==> src/rtl/hks_pkg.sv <==
// shared types, constants and the sha-256 round constant table
package hks_pkg;

  localparam int unsigned CFG_IDX_W = 4;
  localparam logic [CFG_IDX_W-1:0] CFG_KEY_WORD0   = CFG_IDX_W'(0);
  localparam logic [CFG_IDX_W-1:0] CFG_NONCE_WORD0 = CFG_IDX_W'(4);
  localparam logic [CFG_IDX_W-1:0] CFG_NUM_REGS    = CFG_IDX_W'(8);

  localparam logic [255:0] SHA_INIT = {
    32'h6a09e667, 32'hbb67ae85, 32'h3c6ef372, 32'ha54ff53a,
    32'h510e527f, 32'h9b05688c, 32'h1f83d9ab, 32'h5be0cd19
  };
  localparam logic [511:0] IPAD_BLOCK = {64{8'h36}};
  localparam logic [511:0] OPAD_BLOCK = {64{8'h5c}};
  localparam logic [63:0]  INNER_LEN_BITS = 64'd832;
  localparam logic [63:0]  OUTER_LEN_BITS = 64'd768;

  typedef struct packed {
    logic [7:0]  data;
    logic [4:0]  off;
    logic [58:0] blk;
    logic        need;
    logic        last;
  } hks_entry_t;

  typedef enum logic {
    B_IDLE,
    B_HASH
  } hks_back_state_t;

  typedef enum logic [1:0] {
    STEP_INNER_KEY,
    STEP_INNER_MSG,
    STEP_OUTER_KEY,
    STEP_OUTER_MSG
  } hks_step_t;

  function automatic logic [31:0] sha_k(input logic [5:0] t);
    logic [31:0] k;
    case (t)
      6'd0:  k = 32'h428a2f98; 6'd1:  k = 32'h71374491; 6'd2:  k = 32'hb5c0fbcf;
      6'd3:  k = 32'he9b5dba5; 6'd4:  k = 32'h3956c25b; 6'd5:  k = 32'h59f111f1;
      6'd6:  k = 32'h923f82a4; 6'd7:  k = 32'hab1c5ed5; 6'd8:  k = 32'hd807aa98;
      6'd9:  k = 32'h12835b01; 6'd10: k = 32'h243185be; 6'd11: k = 32'h550c7dc3;
      6'd12: k = 32'h72be5d74; 6'd13: k = 32'h80deb1fe; 6'd14: k = 32'h9bdc06a7;
      6'd15: k = 32'hc19bf174; 6'd16: k = 32'he49b69c1; 6'd17: k = 32'hefbe4786;
      6'd18: k = 32'h0fc19dc6; 6'd19: k = 32'h240ca1cc; 6'd20: k = 32'h2de92c6f;
      6'd21: k = 32'h4a7484aa; 6'd22: k = 32'h5cb0a9dc; 6'd23: k = 32'h76f988da;
      6'd24: k = 32'h983e5152; 6'd25: k = 32'ha831c66d; 6'd26: k = 32'hb00327c8;
      6'd27: k = 32'hbf597fc7; 6'd28: k = 32'hc6e00bf3; 6'd29: k = 32'hd5a79147;
      6'd30: k = 32'h06ca6351; 6'd31: k = 32'h14292967; 6'd32: k = 32'h27b70a85;
      6'd33: k = 32'h2e1b2138; 6'd34: k = 32'h4d2c6dfc; 6'd35: k = 32'h53380d13;
      6'd36: k = 32'h650a7354; 6'd37: k = 32'h766a0abb; 6'd38: k = 32'h81c2c92e;
      6'd39: k = 32'h92722c85; 6'd40: k = 32'ha2bfe8a1; 6'd41: k = 32'ha81a664b;
      6'd42: k = 32'hc24b8b70; 6'd43: k = 32'hc76c51a3; 6'd44: k = 32'hd192e819;
      6'd45: k = 32'hd6990624; 6'd46: k = 32'hf40e3585; 6'd47: k = 32'h106aa070;
      6'd48: k = 32'h19a4c116; 6'd49: k = 32'h1e376c08; 6'd50: k = 32'h2748774c;
      6'd51: k = 32'h34b0bcb5; 6'd52: k = 32'h391c0cb3; 6'd53: k = 32'h4ed8aa4a;
      6'd54: k = 32'h5b9cca4f; 6'd55: k = 32'h682e6ff3; 6'd56: k = 32'h748f82ee;
      6'd57: k = 32'h78a5636f; 6'd58: k = 32'h84c87814; 6'd59: k = 32'h8cc70208;
      6'd60: k = 32'h90befffa; 6'd61: k = 32'ha4506ceb; 6'd62: k = 32'hbef9a3f7;
      default: k = 32'hc67178f2;
    endcase
    return k;
  endfunction

endpackage

==> src/rtl/hks_fifo.sv <==
// short queue between front and back
module hks_fifo #(
  parameter int unsigned DEPTH = 2
) (
  input  logic                clk,
  input  logic                rst_n,
  input  logic                push,
  input  hks_pkg::hks_entry_t wdata,
  input  logic                pop,
  output hks_pkg::hks_entry_t rdata,
  output logic                full,
  output logic                empty
);
  import hks_pkg::*;

  localparam int unsigned PTR_W = (DEPTH > 1) ? $clog2(DEPTH) : 1;
  localparam int unsigned CNT_W = $clog2(DEPTH + 1);

  hks_entry_t       mem_r [DEPTH];
  logic [PTR_W-1:0] wptr_r, rptr_r;
  logic [CNT_W-1:0] cnt_r;

  function automatic logic [PTR_W-1:0] bump(input logic [PTR_W-1:0] p);
    return (p == PTR_W'(DEPTH - 1)) ? '0 : p + PTR_W'(1);
  endfunction

  always_ff @(posedge clk) begin
    if (!rst_n) begin
      wptr_r <= '0;
      rptr_r <= '0;
      cnt_r  <= '0;
    end else begin
      if (push) wptr_r <= bump(wptr_r);
      if (pop)  rptr_r <= bump(rptr_r);
      if (push && !pop) cnt_r <= cnt_r + CNT_W'(1);
      else if (pop && !push) cnt_r <= cnt_r - CNT_W'(1);
    end
  end

  always_ff @(posedge clk) begin
    if (push) mem_r[wptr_r] <= wdata;
  end

  assign rdata = mem_r[rptr_r];
  assign full  = (cnt_r == CNT_W'(DEPTH));
  assign empty = (cnt_r == '0);

endmodule

==> config.mk <==
export PLATFORM = sky130hd
export DESIGN_NAME = hks_fifo
export DESIGN_NICKNAME = d
export VERILOG_FILES = /design/src/rtl/hks_pkg.sv /design/src/rtl/hks_fifo.sv
export SDC_FILE = /design/constraint.sdc
export NUM_CORES = 1
export LEC_CHECK = 0
export ABC_AREA = 1
export BUFFER_PORTS_ARGS = -buffer_cell sky130_fd_sc_hd__buf_4
export CAP_MARGIN = 20
export CELL_PAD_IN_SITES_DETAIL_PLACEMENT = 1
export CELL_PAD_IN_SITES_GLOBAL_PLACEMENT = 1
export CORE_MARGIN = 10
export CORE_UTILIZATION = 40
export CTS_CLUSTER_DIAMETER = 60
export CTS_CLUSTER_SIZE = 25
export DETAILED_ROUTE_END_ITERATION = 6
export PLACE_DENSITY = 0.79
export REMOVE_ABC_BUFFERS = 1
export SKIP_CTS_REPAIR_TIMING = 1
export SYNTH_ARGS = -nofsm -noshare
export SYNTH_HDL_FRONTEND = slang
export SYNTH_SLANG_ARGS = --single-unit
==> constraint.sdc <==
create_clock -name clk -period 4.2 [get_ports clk]
set_input_delay 0 -clock clk [delete_from_list [all_inputs] [get_ports clk]]
set_output_delay 0 -clock clk [all_outputs]
set_load 0.05 [all_outputs]
==> run metrics <==
run status complete, no violations; Combinational Power Share 16.6%; internal power 0.003089 W; vias in the first global route 3306; Inst Count DP approximately 600; maxcap violations 0; Final GP Congestion roughly 0.72; Core Area 0.01437 mm2; Slew HR 32.44%; clk_skew 8.038 ps; post-synthesis register bit count around 150; clock latency on the worst-skew pair 410 ps; clk sinks 153; Die Wd 140.6 um; Req. time, crit path 4200 ps; final setup fails 0; critical path cell sequence buf_4 -> mux2_2 -> buf_4; drt total wl 13830 um; Worst setup EP type output port; post-synthesis sequential area ratio 78.16%; Distinct cells, synth 14; cell mode on critical path buf_4; antenna violations before repair 1; CP max-delay cell dfxtp_4; post-route non-filler standard cell count 709; Fin. Hold Viols 0; Yosys top cell area share 76.44%; RSZ-0062 raised after global routing no; # DRC 0; Initial Util ~40%; largest net degree at the start of global routing 50; Port Buffers 153; Pre-antenna DRT Iters 4; maximum vdd drop 0.0003028 V; layout cell share with drive strength beyond 1 around half; clk buf depth 2; Tmin final about 2200 ps; WL/cell 19.50 um; Area Overhead vs Synth 47.43%; DRT iter0 DRCs 139; hold_sp wdata[49]; number of nets in the layout 591; actual slew at the worst max-slew pin ~1000 ps; total leakage power about 3.4 nW; fmax 462.2 MHz; worst-path maximum fanout 26; total global routing overflow 0; Crit Path Category flop to output port; die area slightly below 0.02 mm2; Synth area leader edfxtp_1; CP max stage delay ~640 ps; H-tree Lvls 4; Total GRT Usage between 10% and 20%; Via density 4.599; top cells by area, synth edfxtp_1, mux2_4, mux2_2, dfxtp_1, buf_6; cts bufs inserted 17; Root Buffer clkbuf_16; vias between 3000 and 4000; number of top-level pins 154; sequential power share 44.2%; Worst Hold Class primary input to flop; Die Height 140.6 um; gate count of the mapped netlist ~270; final slew viol count 0; worst path arrival time 2160 ps; CTS tree done; Syn. warnings 0; RR Startpoint wptr_r$_SDFFE_PN0P_; R2R setup slack 2190 ps; num rows 44; post-DP HPWL 8920 um; synthesized cell area 0.005814 mm2; switching pwr just under 0.001 W; Reg clk slew, reported paths 60 ps; first-pass GRT wire length 18860 um; Mean Syn Cell Area ~22 um2; Setup Total Neg Slack 0 ps; Final period util around half; P per Cell Area 475.3 mW/mm2; critical path launch point type flop; Antenna Nets Post-Route 0; Clk pwr share 39.2%; sw frac 24.18%
## synthesized netlist by cell type
| master | count |
|---|---|
| a21oi_1 | 1 |
| ha_1 | 1 |
| o21ai_0 | 1 |
| nor2_1 | 9 |
| buf_6 | 7 |
| mux2_4 | 60 |
| nand3_1 | 1 |
| edfxtp_1 | 148 |
| mux2_2 | 14 |
| nand4_1 | 1 |
| nand2_1 | 8 |
| buf_2 | 1 |
| dfxtp_1 | 5 |
| inv_1 | 8 |
## sequential cells by signal, indices dropped and copies added, names as in the netlist, named ones only
| register | cells |
|---|---|
| cnt_r | 2 |
| mem_r | 148 |
| rptr_r | 1 |
| wptr_r | 1 |
## logic make-up after synthesis
kind of cell	count (synthesis)	share of synthesized area, %
flops	153	78.16
mux	74	18.21
simple gates	19	1.291
buf+inv	16	1.958
compound gates	2	0.1720
fa+ha+maj	1	0.2152
## power groups by stage
stage	logic (W)	registers (W)	clock network, W
floorplan	0.000408	0.00184	0
global placement	0.000609	0.00182	0
detailed placement	0.000622	0.00183	0
CTS	0.000624	0.00180	0.00163
global route	0.000712	0.00181	0.00169
finish	0.000677	0.00180	0.00160
## layout by cell type (no fill, tap or decap), drive strengths merged
master / Yosys / routed
dfxtp: 5 / 5
clkinv: 0 / 6
nand2: 8 / 8
edfxtp: 148 / 148
mux2: 74 / 74
ha: 1 / 1
buf: 8 / 157
o21ai: 1 / 1
clkbuf: 0 / 20
clkinvlp: 0 / 1
bufinv: 0 / 5
nor2: 9 / 9
nand3: 1 / 1
inv: 8 / 7
diode: 0 / 1
dlygate4sd3: 0 / 79
a21oi: 1 / 1
nand4: 1 / 1
## cell type report
cell class,instances,area [um2]
diodes,1,2.502
clock buffers,20,436.7
clock inverters,11,177.7
fillers,1268,5797
inverters,8,31.28
multi-input cells,96,1164
flip-flops and latches,153,4548
well taps,184,230.2
repair buffers,236,1982
## metrics by stage
stage / hold WS, ps / utilization [%] / setup WS (ps) / power, W / area (um2)
floorplan: 98.87 / - / 285.1 / 0.002248 / 5731
global placement: 185.4 / 49.86 / 2243 / 0.002434 / 7164
detailed placement: 188.8 / 49.86 / 2138 / 0.002454 / 7164
CTS: -249.8 / 54.14 / 2005 / 0.004053 / 7779
global route: 302.7 / 59.66 / 1931 / 0.004207 / 8572
finish: 311.7 / 59.66 / 2036 / 0.004074 / 8572
## routing by layer
layer	track usage, %	vias up	wire length (um)	share of wire (%)
met5	0	-	0	0
met2	21.31	107	7299	53
met1	13.43	1614	5500	40
li1	-	1522	-	-
met4	5.054	0	250	1.8
met3	5.139	18	774	5.6
## critical path: cells and delay by family, from the launching register on
kind	cells	cell delay, ps
buffers and inverters	2	680
flip-flops	1	640
multiplexers	1	400
## path summary, 6_finish.rpt
path	endpoint	cells past startpoint
worst min register to register	rptr_r$_SDFFE_PN0P_	2
worst max-delay path	rdata[65]	3
worst max register to register	mem_r[1][20]$_DFFE_PP_	3
worst min-delay path	mem_r[1][49]$_DFFE_PP_	2
Power figures use the tool's default switching activity.
