===== config.mk =====
export PLATFORM = sky130hd
export DESIGN_NAME = hks_front_flat
export DESIGN_NICKNAME = d
export VERILOG_FILES = /design/src/rtl/hks_pkg.sv /design/src/rtl/hks_if.sv /design/src/rtl/hks_front.sv /design/src/flat_wrapper.sv
export SDC_FILE = /design/constraint.sdc
export NUM_CORES = 1
export LEC_CHECK = 0
export BUFFER_PORTS_ARGS = -buffer_cell sky130_fd_sc_hd__clkbuf_2
export CORE_MARGIN = 3
export CORE_UTILIZATION = 25
export DETAILED_ROUTE_END_ITERATION = 16
export PLACE_DENSITY = 0.51
export SLEW_MARGIN = 20
export SYNTH_ARGS = -nofsm -noshare
export SYNTH_HDL_FRONTEND = slang
export SYNTH_SLANG_ARGS = --single-unit
export TNS_END_PERCENT = 1

===== constraint.sdc =====
create_clock -name clk -period 4.1 [get_ports clk]
set_input_delay 0.615 -clock clk [delete_from_list [all_inputs] [get_ports clk]]
set_output_delay 0.615 -clock clk [all_outputs]
set_load 0.02 [all_outputs]

===== src/rtl/hks_pkg.sv =====
// shared types, constants and the sha-256 round constant table
package hks_pkg;

  localparam int unsigned CFG_IDX_W = 4;
  localparam logic [CFG_IDX_W-1:0] CFG_KEY_WORD0   = CFG_IDX_W'(0);
  localparam logic [CFG_IDX_W-1:0] CFG_NONCE_WORD0 = CFG_IDX_W'(4);
  localparam logic [CFG_IDX_W-1:0] CFG_NUM_REGS    = CFG_IDX_W'(8);

  localparam logic [255:0] SHA_INIT = {
    32'h6a09e667, 32'hbb67ae85, 32'h3c6ef372, 32'ha54ff53a,
    32'h510e527f, 32'h9b05688c, 32'h1f83d9ab, 32'h5be0cd19
  };
  localparam logic [511:0] IPAD_BLOCK = {64{8'h36}};
  localparam logic [511:0] OPAD_BLOCK = {64{8'h5c}};
  localparam logic [63:0]  INNER_LEN_BITS = 64'd832;
  localparam logic [63:0]  OUTER_LEN_BITS = 64'd768;

  typedef struct packed {
    logic [7:0]  data;
    logic [4:0]  off;
    logic [58:0] blk;
    logic        need;
    logic        last;
  } hks_entry_t;

  typedef enum logic {
    B_IDLE,
    B_HASH
  } hks_back_state_t;

  typedef enum logic [1:0] {
    STEP_INNER_KEY,
    STEP_INNER_MSG,
    STEP_OUTER_KEY,
    STEP_OUTER_MSG
  } hks_step_t;

  function automatic logic [31:0] sha_k(input logic [5:0] t);
    logic [31:0] k;
    case (t)
      6'd0:  k = 32'h428a2f98; 6'd1:  k = 32'h71374491; 6'd2:  k = 32'hb5c0fbcf;
      6'd3:  k = 32'he9b5dba5; 6'd4:  k = 32'h3956c25b; 6'd5:  k = 32'h59f111f1;
      6'd6:  k = 32'h923f82a4; 6'd7:  k = 32'hab1c5ed5; 6'd8:  k = 32'hd807aa98;
      6'd9:  k = 32'h12835b01; 6'd10: k = 32'h243185be; 6'd11: k = 32'h550c7dc3;
      6'd12: k = 32'h72be5d74; 6'd13: k = 32'h80deb1fe; 6'd14: k = 32'h9bdc06a7;
      6'd15: k = 32'hc19bf174; 6'd16: k = 32'he49b69c1; 6'd17: k = 32'hefbe4786;
      6'd18: k = 32'h0fc19dc6; 6'd19: k = 32'h240ca1cc; 6'd20: k = 32'h2de92c6f;
      6'd21: k = 32'h4a7484aa; 6'd22: k = 32'h5cb0a9dc; 6'd23: k = 32'h76f988da;
      6'd24: k = 32'h983e5152; 6'd25: k = 32'ha831c66d; 6'd26: k = 32'hb00327c8;
      6'd27: k = 32'hbf597fc7; 6'd28: k = 32'hc6e00bf3; 6'd29: k = 32'hd5a79147;
      6'd30: k = 32'h06ca6351; 6'd31: k = 32'h14292967; 6'd32: k = 32'h27b70a85;
      6'd33: k = 32'h2e1b2138; 6'd34: k = 32'h4d2c6dfc; 6'd35: k = 32'h53380d13;
      6'd36: k = 32'h650a7354; 6'd37: k = 32'h766a0abb; 6'd38: k = 32'h81c2c92e;
      6'd39: k = 32'h92722c85; 6'd40: k = 32'ha2bfe8a1; 6'd41: k = 32'ha81a664b;
      6'd42: k = 32'hc24b8b70; 6'd43: k = 32'hc76c51a3; 6'd44: k = 32'hd192e819;
      6'd45: k = 32'hd6990624; 6'd46: k = 32'hf40e3585; 6'd47: k = 32'h106aa070;
      6'd48: k = 32'h19a4c116; 6'd49: k = 32'h1e376c08; 6'd50: k = 32'h2748774c;
      6'd51: k = 32'h34b0bcb5; 6'd52: k = 32'h391c0cb3; 6'd53: k = 32'h4ed8aa4a;
      6'd54: k = 32'h5b9cca4f; 6'd55: k = 32'h682e6ff3; 6'd56: k = 32'h748f82ee;
      6'd57: k = 32'h78a5636f; 6'd58: k = 32'h84c87814; 6'd59: k = 32'h8cc70208;
      6'd60: k = 32'h90befffa; 6'd61: k = 32'ha4506ceb; 6'd62: k = 32'hbef9a3f7;
      default: k = 32'hc67178f2;
    endcase
    return k;
  endfunction

endpackage


===== src/rtl/hks_if.sv =====
// channel interfaces: data in, result out, configuration write
interface hks_in_if;
  logic        valid;
  logic        ready;
  logic [7:0]  data_byte;
  logic        start_req;
  logic [63:0] start_position;
  logic        last_byte;
  modport source (output valid, data_byte, start_req, start_position, last_byte, input ready);
  modport sink   (input valid, data_byte, start_req, start_position, last_byte, output ready);
endinterface


interface hks_cfg_if;
  logic        valid;
  logic        ready;
  logic [3:0]  index;
  logic [63:0] wdata;
  modport source (output valid, index, wdata, input ready);
  modport sink   (input valid, index, wdata, output ready);
endinterface


===== src/rtl/hks_front.sv =====
// front end: config registers, position tracking, cache-miss classification
module hks_front (
  input  logic                clk,
  input  logic                rst_n,
  hks_in_if.sink              in_ch,
  hks_cfg_if.sink             cfg_ch,
  input  logic                q_full,
  output logic                q_push,
  output hks_pkg::hks_entry_t q_wdata,
  output logic [255:0]        key,
  output logic [255:0]        nonce
);
  import hks_pkg::*;

  logic [3:0][63:0] key_r, nonce_r;
  logic [63:0]      pos_r;
  logic [58:0]      cidx_r;
  logic             cv_r;
  logic [63:0]      pos;
  logic             cfg_hit;

  assign in_ch.ready  = !q_full;
  assign cfg_ch.ready = 1'b1;
  assign q_push       = in_ch.valid && !q_full;
  assign pos          = in_ch.start_req ? in_ch.start_position : pos_r;
  assign cfg_hit      = cfg_ch.valid && (cfg_ch.index < CFG_NUM_REGS);

  always_comb begin
    q_wdata.data = in_ch.data_byte;
    q_wdata.off  = pos[4:0];
    q_wdata.blk  = pos[63:5];
    q_wdata.need = !cv_r || (cidx_r != pos[63:5]);
    q_wdata.last = in_ch.last_byte;
  end

  always_ff @(posedge clk) begin
    if (!rst_n) begin
      key_r   <= '0;
      nonce_r <= '0;
      pos_r   <= '0;
      cidx_r  <= '0;
      cv_r    <= 1'b0;
    end else begin
      if (q_push) begin
        pos_r  <= pos + 64'd1;
        cidx_r <= pos[63:5];
        cv_r   <= 1'b1;
      end
      if (cfg_hit) begin
        cv_r <= 1'b0;
        if (cfg_ch.index < CFG_NONCE_WORD0) begin
          key_r[2'd3 - cfg_ch.index[1:0]] <= cfg_ch.wdata;
        end else begin
          nonce_r[2'd3 - cfg_ch.index[1:0]] <= cfg_ch.wdata;
        end
      end
    end
  end

  assign key   = key_r;
  assign nonce = nonce_r;

endmodule


===== src/flat_wrapper.sv =====
// flat-port wrapper written by rule: the top's interface ports become plain ports
module hks_front_flat import hks_pkg::*;
  (clk, rst_n, q_full, q_push, q_wdata, key, nonce, in_ch_valid, in_ch_data_byte, in_ch_start_req, in_ch_start_position, in_ch_last_byte, in_ch_ready, cfg_ch_valid, cfg_ch_index, cfg_ch_wdata, cfg_ch_ready);
  hks_in_if in_ch_i ();
  hks_cfg_if cfg_ch_i ();
  input  logic clk;
  input  logic rst_n;
  input  logic q_full;
  output logic q_push;
  output hks_pkg::hks_entry_t q_wdata;
  output logic [255:0] key;
  output logic [255:0] nonce;
  input wire logic [$bits(in_ch_i.valid)-1:0] in_ch_valid;
  input wire logic [$bits(in_ch_i.data_byte)-1:0] in_ch_data_byte;
  input wire logic [$bits(in_ch_i.start_req)-1:0] in_ch_start_req;
  input wire logic [$bits(in_ch_i.start_position)-1:0] in_ch_start_position;
  input wire logic [$bits(in_ch_i.last_byte)-1:0] in_ch_last_byte;
  output wire logic [$bits(in_ch_i.ready)-1:0] in_ch_ready;
  input wire logic [$bits(cfg_ch_i.valid)-1:0] cfg_ch_valid;
  input wire logic [$bits(cfg_ch_i.index)-1:0] cfg_ch_index;
  input wire logic [$bits(cfg_ch_i.wdata)-1:0] cfg_ch_wdata;
  output wire logic [$bits(cfg_ch_i.ready)-1:0] cfg_ch_ready;
  assign in_ch_i.valid = in_ch_valid;
  assign in_ch_i.data_byte = in_ch_data_byte;
  assign in_ch_i.start_req = in_ch_start_req;
  assign in_ch_i.start_position = in_ch_start_position;
  assign in_ch_i.last_byte = in_ch_last_byte;
  assign in_ch_ready = in_ch_i.ready;
  assign cfg_ch_i.valid = cfg_ch_valid;
  assign cfg_ch_i.index = cfg_ch_index;
  assign cfg_ch_i.wdata = cfg_ch_wdata;
  assign cfg_ch_ready = cfg_ch_i.ready;
  hks_front u_core (.clk(clk), .rst_n(rst_n), .in_ch(in_ch_i), .cfg_ch(cfg_ch_i), .q_full(q_full), .q_push(q_push), .q_wdata(q_wdata), .key(key), .nonce(nonce));
endmodule

==> metrics.md, run 1 <==
| Metric | Value |
|---|---|
| Status | `complete, no violations` |
| P&R area growth vs syn | `28.09%` |
| Via count | `25370` |
| Worst-Margin Slew | `1.151 ns` |
| Layout cells sized above 1 | `0.2517` |
| Max_cap viols | `0` |
| Skew-Pair Late Insertion Delay | `0.67 ns` |
| Critical Path Fanout Max | `31` |
| Setup crit start | `in_ch_start_req` |
| Pwr/cell area | `447.7 nW/um2` |
| Syn nets | `approximately 3400` |
| I/O Pins | `736` |
| Ys async rst share | `0` |
| Slowest cell on the critical path | `nor4_1` |
| Routed wl met3 | `9493 um` |
| HP Class | `in2reg` |
| Syn Area/Cell | `7.931 um2` |
| Leak | `approximately 13 nW` |
| Root Driver | `clkbuf_16` |
| Share of the synthesized area in the top cell type | `0.4902` |
| Flop and latch count out of synthesis | `636` |
| Average wire per standard cell | `22.78 um` |
| I/O Buffers | `716` |
| Post-route DRC | `0` |
| TritonCTS clock tree | `done` |
| Reg-to-reg slack, setup | `1.20 ns` |
| Top_reg_cell synth | `dfxtp_1` |
| CP Class | `in2out` |
| Num rows | `117` |
| Vias per Instance | `4.809` |
| WP buf/inv | `3` |
| Met1 wire length | `~50000 um` |
| Max incr delay on CP | `0.55 ns` |
| Largest net degree at the start of global routing | `148` |
| Drt total wl | `between 100000 and 150000 um` |
| Core Area | `102500 um2` |
| Die W | `~330 um` |
| Dominant cells by area after synthesis | `dfxtp_1, nand2_1, a21oi_1` |
| Clk sinks | `636` |
| Grt total ovfl | `0` |
| Post-route insts no fill | `5275` |
| Antenna violations before repair | `2` |
| CP required | `approximately 3.5 ns` |
| Cell Area, Placed | `30580 um2` |
| Initial Util | `0.2535` |
| DR WL met2 | `57300 um` |
| Global-route wire length before repair | `170100 um` |
| Tot GR Track Use | `0.2125` |
| Number of enable flip-flop cells after synthesis | `0` |
| Period utilization | `0.9302` |
| Area of the die | `107800 um2` |
| Setup-failing EPs final | `0` |
| Mapped Cells | `about 3300` |
| Initial DRT Pass Iterations | `7` |
| Slew Viols, Final | `0` |
| # Post-CTS Setup Buffers | `0` |
| Critical Path Source Type | `input port` |
| Yosys top cell by area | `dfxtp_1` |
| Critical path arrival | `3.20 ns` |
| Min-delay src | `in_ch_start_position[0]` |
| Synth cell types | `76` |
| Htree depth | `3` |
| Max_slew headroom | `0.2325` |
| Post-cts hold buffer count | `0` |
| Synthesized area | `between 20000 and 30000 um2` |
| Worst path cell trace | `buf_6 -> buf_4 -> mux2i_2 -> xnor2_1 -> nor4_1 -> nand4_1 -> nor4_1 -> nand4_1 -> clkbuf_2` |
| Design Area, Final | `33270 um2` |
| Most common cell in the netlist | `nand2_1` |
| DR top layer | `met5` |
| Die Height | `328.3 um` |
| Placer Congestion | `0.9101` |
| Layout Nets | `3995` |
| Hpwl dp | `83470 um` |
| Sequential share of the synthesized area | `0.4902` |
| FMAX | `about 0.26 GHz` |
| DR iter-0 viols | `2108` |
| Crit end category | `output pin` |
| VDD IR-drop max | `369.3 uV` |
| Fin crit period | `3.814 ns` |
| Worst-path clk slew | `0.05 ns` |
| Post-CTS Resized | `0` |
| Setup TNS | `0 ns` |
| Vias in the first global route | `23510` |
| Final antenna-violating net count | `0` |
| Final Hold Fails | `0` |
| Most common library cells after synthesis | `nand2_1, dfxtp_1, a21oi_1` |
| Ys Warns | `0` |
| Crit path max-delay family | `simple AND/OR/NAND/NOR gates` |
| Clock Tree Buf Depth | `3` |
| RSZ-0062 raised after global routing | `false` |
| CTS Buf Count | `77` |
| Final Skew | `roughly 0.011 ns` |
| Post-Place Cells | `between 5000 and 6000` |
| Fillcell total | `roughly 11000` |
| FF-to-FF Start | `u_core.pos_r[1]` |
-- worst register-to-register path, cell delays in order (launching register included) --
cell and delay (ns):
dfxtp_1 0.40, mux2_2 0.20, ha_1 0.31, nand4b_4 0.16, a221oi_4 0.47, nand4_1 0.43, or4_1 0.62, nand3_1 0.10
a21oi_1 0.07
-- cells in the final DEF (no fill, tap or decap), types with 4 or more instances in the layout --
master,n
a211oi_1,61
a31oi_1,4
clkbuf_1,13
xnor2_1,72
clkinv_2,10
nor4_1,18
a32o_1,5
a22o_1,5
nand2b_1,5
nand3_1,47
a21oi_1,541
mux2i_1,47
mux2_2,5
mux2i_2,10
nand2_1,1125
a22oi_1,10
clkbuf_16,77
nor4_2,6
clkbuf_8,18
bufinv_16,6
nand3_2,6
o21ai_0,25
and3_1,6
inv_1,63
o21ai_1,14
buf_4,54
a31o_2,5
nor3_2,6
dfxtp_1,636
buf_12,13
clkbuf_2,715
nand3b_1,12
xor2_1,15
o22ai_1,4
nand4b_4,4
nor2_1,85
nand4b_1,11
nand4_1,44
nor3_1,18
clkinv_16,5
-- logic make-up after synthesis --
family,synth area share
adders and majority gates,0.0004816
and+or+nand+nor,0.2336
buffers and inverters,0.06619
AOI/OAI and AO/OA,0.1527
xor gates and xnor gates,0.02934
other,0.0001444
DFF,0.4902
muxes,0.02731
-- routing by layer --
metal	up-vias	GRT usage
met1	12220	0.2639
met2	981	0.3518
li1	11980	-
met5	-	0
met3	186	0.05749
met4	2	0.07805
-- area by class of cell --
class,count,area (um2),area share
Sequential cell,636,12730,0.3827
Inverter,66,257.7,0.007747
Clock buffer,108,2223,0.06682
Clock inverter,29,459.2,0.01380
Antenna cell,2,5.005,0.0001504
Timing Repair Buffer,783,4255,0.1279
Tap cell,1368,1712,0.05144
Multi-Input combinational cell,2283,11630,0.3495
-- worst paths after layout --
path	depth (start not counted)	to
setup / recovery	9	q_wdata[1]
hold / removal	4	u_core.pos_r[0]
setup reg to reg	8	u_core.pos_r[34]
hold reg to reg	2	u_core.key[8]
-- power by group --
part           total (W)  leakage (nW)  internal (W)  switching, W
combinational    0.00131          6.72      0.000379      0.000933
sequential       0.00640          5.15       0.00631     0.0000935
clock            0.00718          1.31       0.00422       0.00296
total             0.0149          13.2        0.0109       0.00399
-- stage by stage --
stage | setup slack, ns | util | total power (W) | hold WS, ns
final | 0.2861 | 0.3247 | 0.01490 | 0.3031
after global routing | 0.09547 | 0.3247 | 0.01539 | 0.2730
after CTS | 0.2383 | 0.3246 | 0.01505 | 0.2386
after detailed placement | 0.2398 | 0.2985 | 0.007851 | 0.4454
after global placement | 0.2927 | 0.2985 | 0.007853 | 0.4410
after floorplan | 0.3445 | - | 0.007311 | 0.4244
-- flip-flops by register name, summed over array words and instances (netlist names) --
name,cells
u_core.pos_r,64
u_core.cv_r,1
u_core.key,256
u_core.cidx_r,59
u_core.nonce,256
Power figures use the tool's default switching activity.
==> run 2: changes to the inputs <==
CTS_BUF_LIST = sky130_fd_sc_hd__clkbuf_4   (was not set)
SETUP_SLACK_MARGIN = 0.2   (was not set)
==> run 2 against run 1 <==
Global-route usage grew 0.61 points. Clock skew grew 0.051 ns. Power shrank 6.9%. Die area is the same. Non-clock buffer count grew 136. First-iteration DRC count grew 1.2%.
==> metrics.md, run 2 (synthesis results as in run 1) <==
| Metric | Value |
|---|---|
| R2R depth | `9` |
| CP Class | `reg2out` |
| Area of the die | `approximately 110000 um2` |
| Die W | `328.3 um` |
| Antenna violations before repair | `3` |
| CTS Buf Count | `between 150 and 200` |
| Drt total wl | `122900 um` |
| Critical Path Source Type | `flip-flop` |
| Final worst-path setup slack | `0.3537 ns` |
| Vias per Instance | `approximately 4.7` |
| Htree depth | `4` |
| I/O Buffers | `716` |
| Clock Tree Buf Depth | `3` |
| Largest net degree at the start of global routing | `148` |
| Period utilization | `0.9137` |
| FMAX | `around 0.27 GHz` |
| Post-place setup slack | `0.2398 ns` |
| Sequential cell area | `between 10000 and 15000 um2` |
| Hold Crit Endpoint | `u_core.cidx_r[56]` |
| Average wire per standard cell | `~22 um` |
| Worst-Margin Slew | `1.167 ns` |
| FF-to-FF Start | `u_core.pos_r[1]` |
| Setup-failing EPs final | `0` |
| RR Endpoint | `u_core.pos_r[14]` |
| CP required | `~3.5 ns` |
| Setup TNS | `0 ns` |
| Max_cap viols | `0` |
| Hold path cells | `3` |
| Final Skew | `0.06251 ns` |
| Max_slew headroom | `0.2223` |
| TritonCTS clock tree | `done` |
| Core Area | `102500 um2` |
| Critical Path Fanout Max | `2` |
| DR iter-0 viols | `2134` |
| VDD IR-drop max | `roughly 230 uV` |
| Vias in the first global route | `25240` |
| HP Class | `in2reg` |
| Commonest non-fill, non-tap cell in the layout | `nand2_1` |
| Layout Nets | `4234` |
| I/O Pins | `736` |
| Final Core Density | `0.3357` |
| Crit end category | `output pin` |
| P&R area growth vs syn | `32.43%` |
| RSZ-0062 raised after global routing | `false` |
| Num rows | `117` |
| Slew Viols, Final | `0` |
| Leak | `13.82 nW` |
| Initial Util | `0.2535` |
| Post-route DRC | `0` |
| Final Hold Fails | `0` |
| Fin crit period | `3.746 ns` |
| Status | `complete, no violations` |
| Global-route wire length before repair | `175100 um` |
| Commonest cells after routing, fill and taps aside | `nand2_1, clkbuf_2, dfxtp_1, a21oi_1, clkbuf_4` |
| Clk sinks | `636` |
| Reg-to-reg slack, setup | `about 1.1 ns` |
| Skew-Pair Late Insertion Delay | `1.08 ns` |
| Grt total ovfl | `0` |
| Initial DRT Pass Iterations | `5` |
| Critical path arrival | `3.13 ns` |
| Tot GR Track Use | `0.2186` |
| Worst-path clk slew | `around 0.070 ns` |
| Die Height | `328.3 um` |
| Pwr/cell area | `403.1 nW/um2` |
| Placer Congestion | `0.9101` |
| Root Driver | `clkbuf_4` |
| Final antenna-violating net count | `0` |
| Hpwl dp | `around 83000 um` |
| Layout cells sized above 1 | `0.2765` |
| Design Power | `roughly 0.014 W` |
| Via count | `between 20000 and 30000` |
| Multi-input gate area | `11740 um2` |
| Fillcell total | `roughly 11000` |
| Min-delay src | `in_ch_start_req` |
-- run 2: metal layers --
metal  track usage  share of wire  wire length, um  up-vias
met5             0              0                0        -
met1        0.2638           0.40            49740    12680
met3       0.06526          0.079             9768      203
met4       0.08807          0.035             4338        0
li1              -              -                -    12580
met2        0.3629           0.48            59030     1070
-- run 2: final cells by class --
type	instances	share of cell area
well taps	1368	0.04976
diodes	7	0.0005092
clock buffers	271	0.05914
flip-flops and latches	636	0.3703
repair buffers	919	0.1632
multi-input cells	2283	0.3411
inverters	66	0.007493
clock inverters	45	0.008366
-- run 2: power breakdown --
part	switching [W]	internal (W)	total, W
Sequential	0.0000942	0.00631	0.00640
Combinational	0.000970	0.000472	0.00144
Clock	0.00297	0.00305	0.00602
Total	0.00404	0.00983	0.0139
-- run 2: critical path, cell delays in order, from the launching register on --
cell,delay [ns]
dfxtp_4,0.34
mux2_4,0.29
xor2_1,0.16
nor4_2,0.28
nand4_1,0.20
nor4_4,0.40
nand4_1,0.20
clkbuf_8,0.20
-- run 2: how the worst max path moves through the flow --
stage | start | end | cells after the start
global placement | in_ch_start_req | q_wdata[1] | 9
detailed placement | in_ch_start_req | q_wdata[1] | 9
CTS | u_core.pos_r[47] | q_wdata[1] | 7
global route | u_core.pos_r[53] | q_wdata[1] | 7
floorplan | in_ch_start_req | u_core.pos_r[34] | 15
finish | u_core.pos_r[47] | q_wdata[1] | 7
-- run 2: timing repair --
action | 4_1_cts | 5_1_grt
hold buffers | 132 | 0
hold endpoints to repair | 592 | 0
gates resized for setup | 13 | 12
pin swaps | 5 | 4
setup endpoints to repair | 1 | 1
cloned | 0 | 0
buffers inserted | 3 | 1
-- run 2: metrics by stage --
step,instances,instance area (um2),hold WS [ns]
after floorplan,3275,25970,0.4244
after global routing,5593,34390,0.05399
after global placement,5136,30580,0.4410
after CTS,5587,34310,0.0009716
after detailed placement,5136,30580,0.4454
final,5595,34400,0.1589
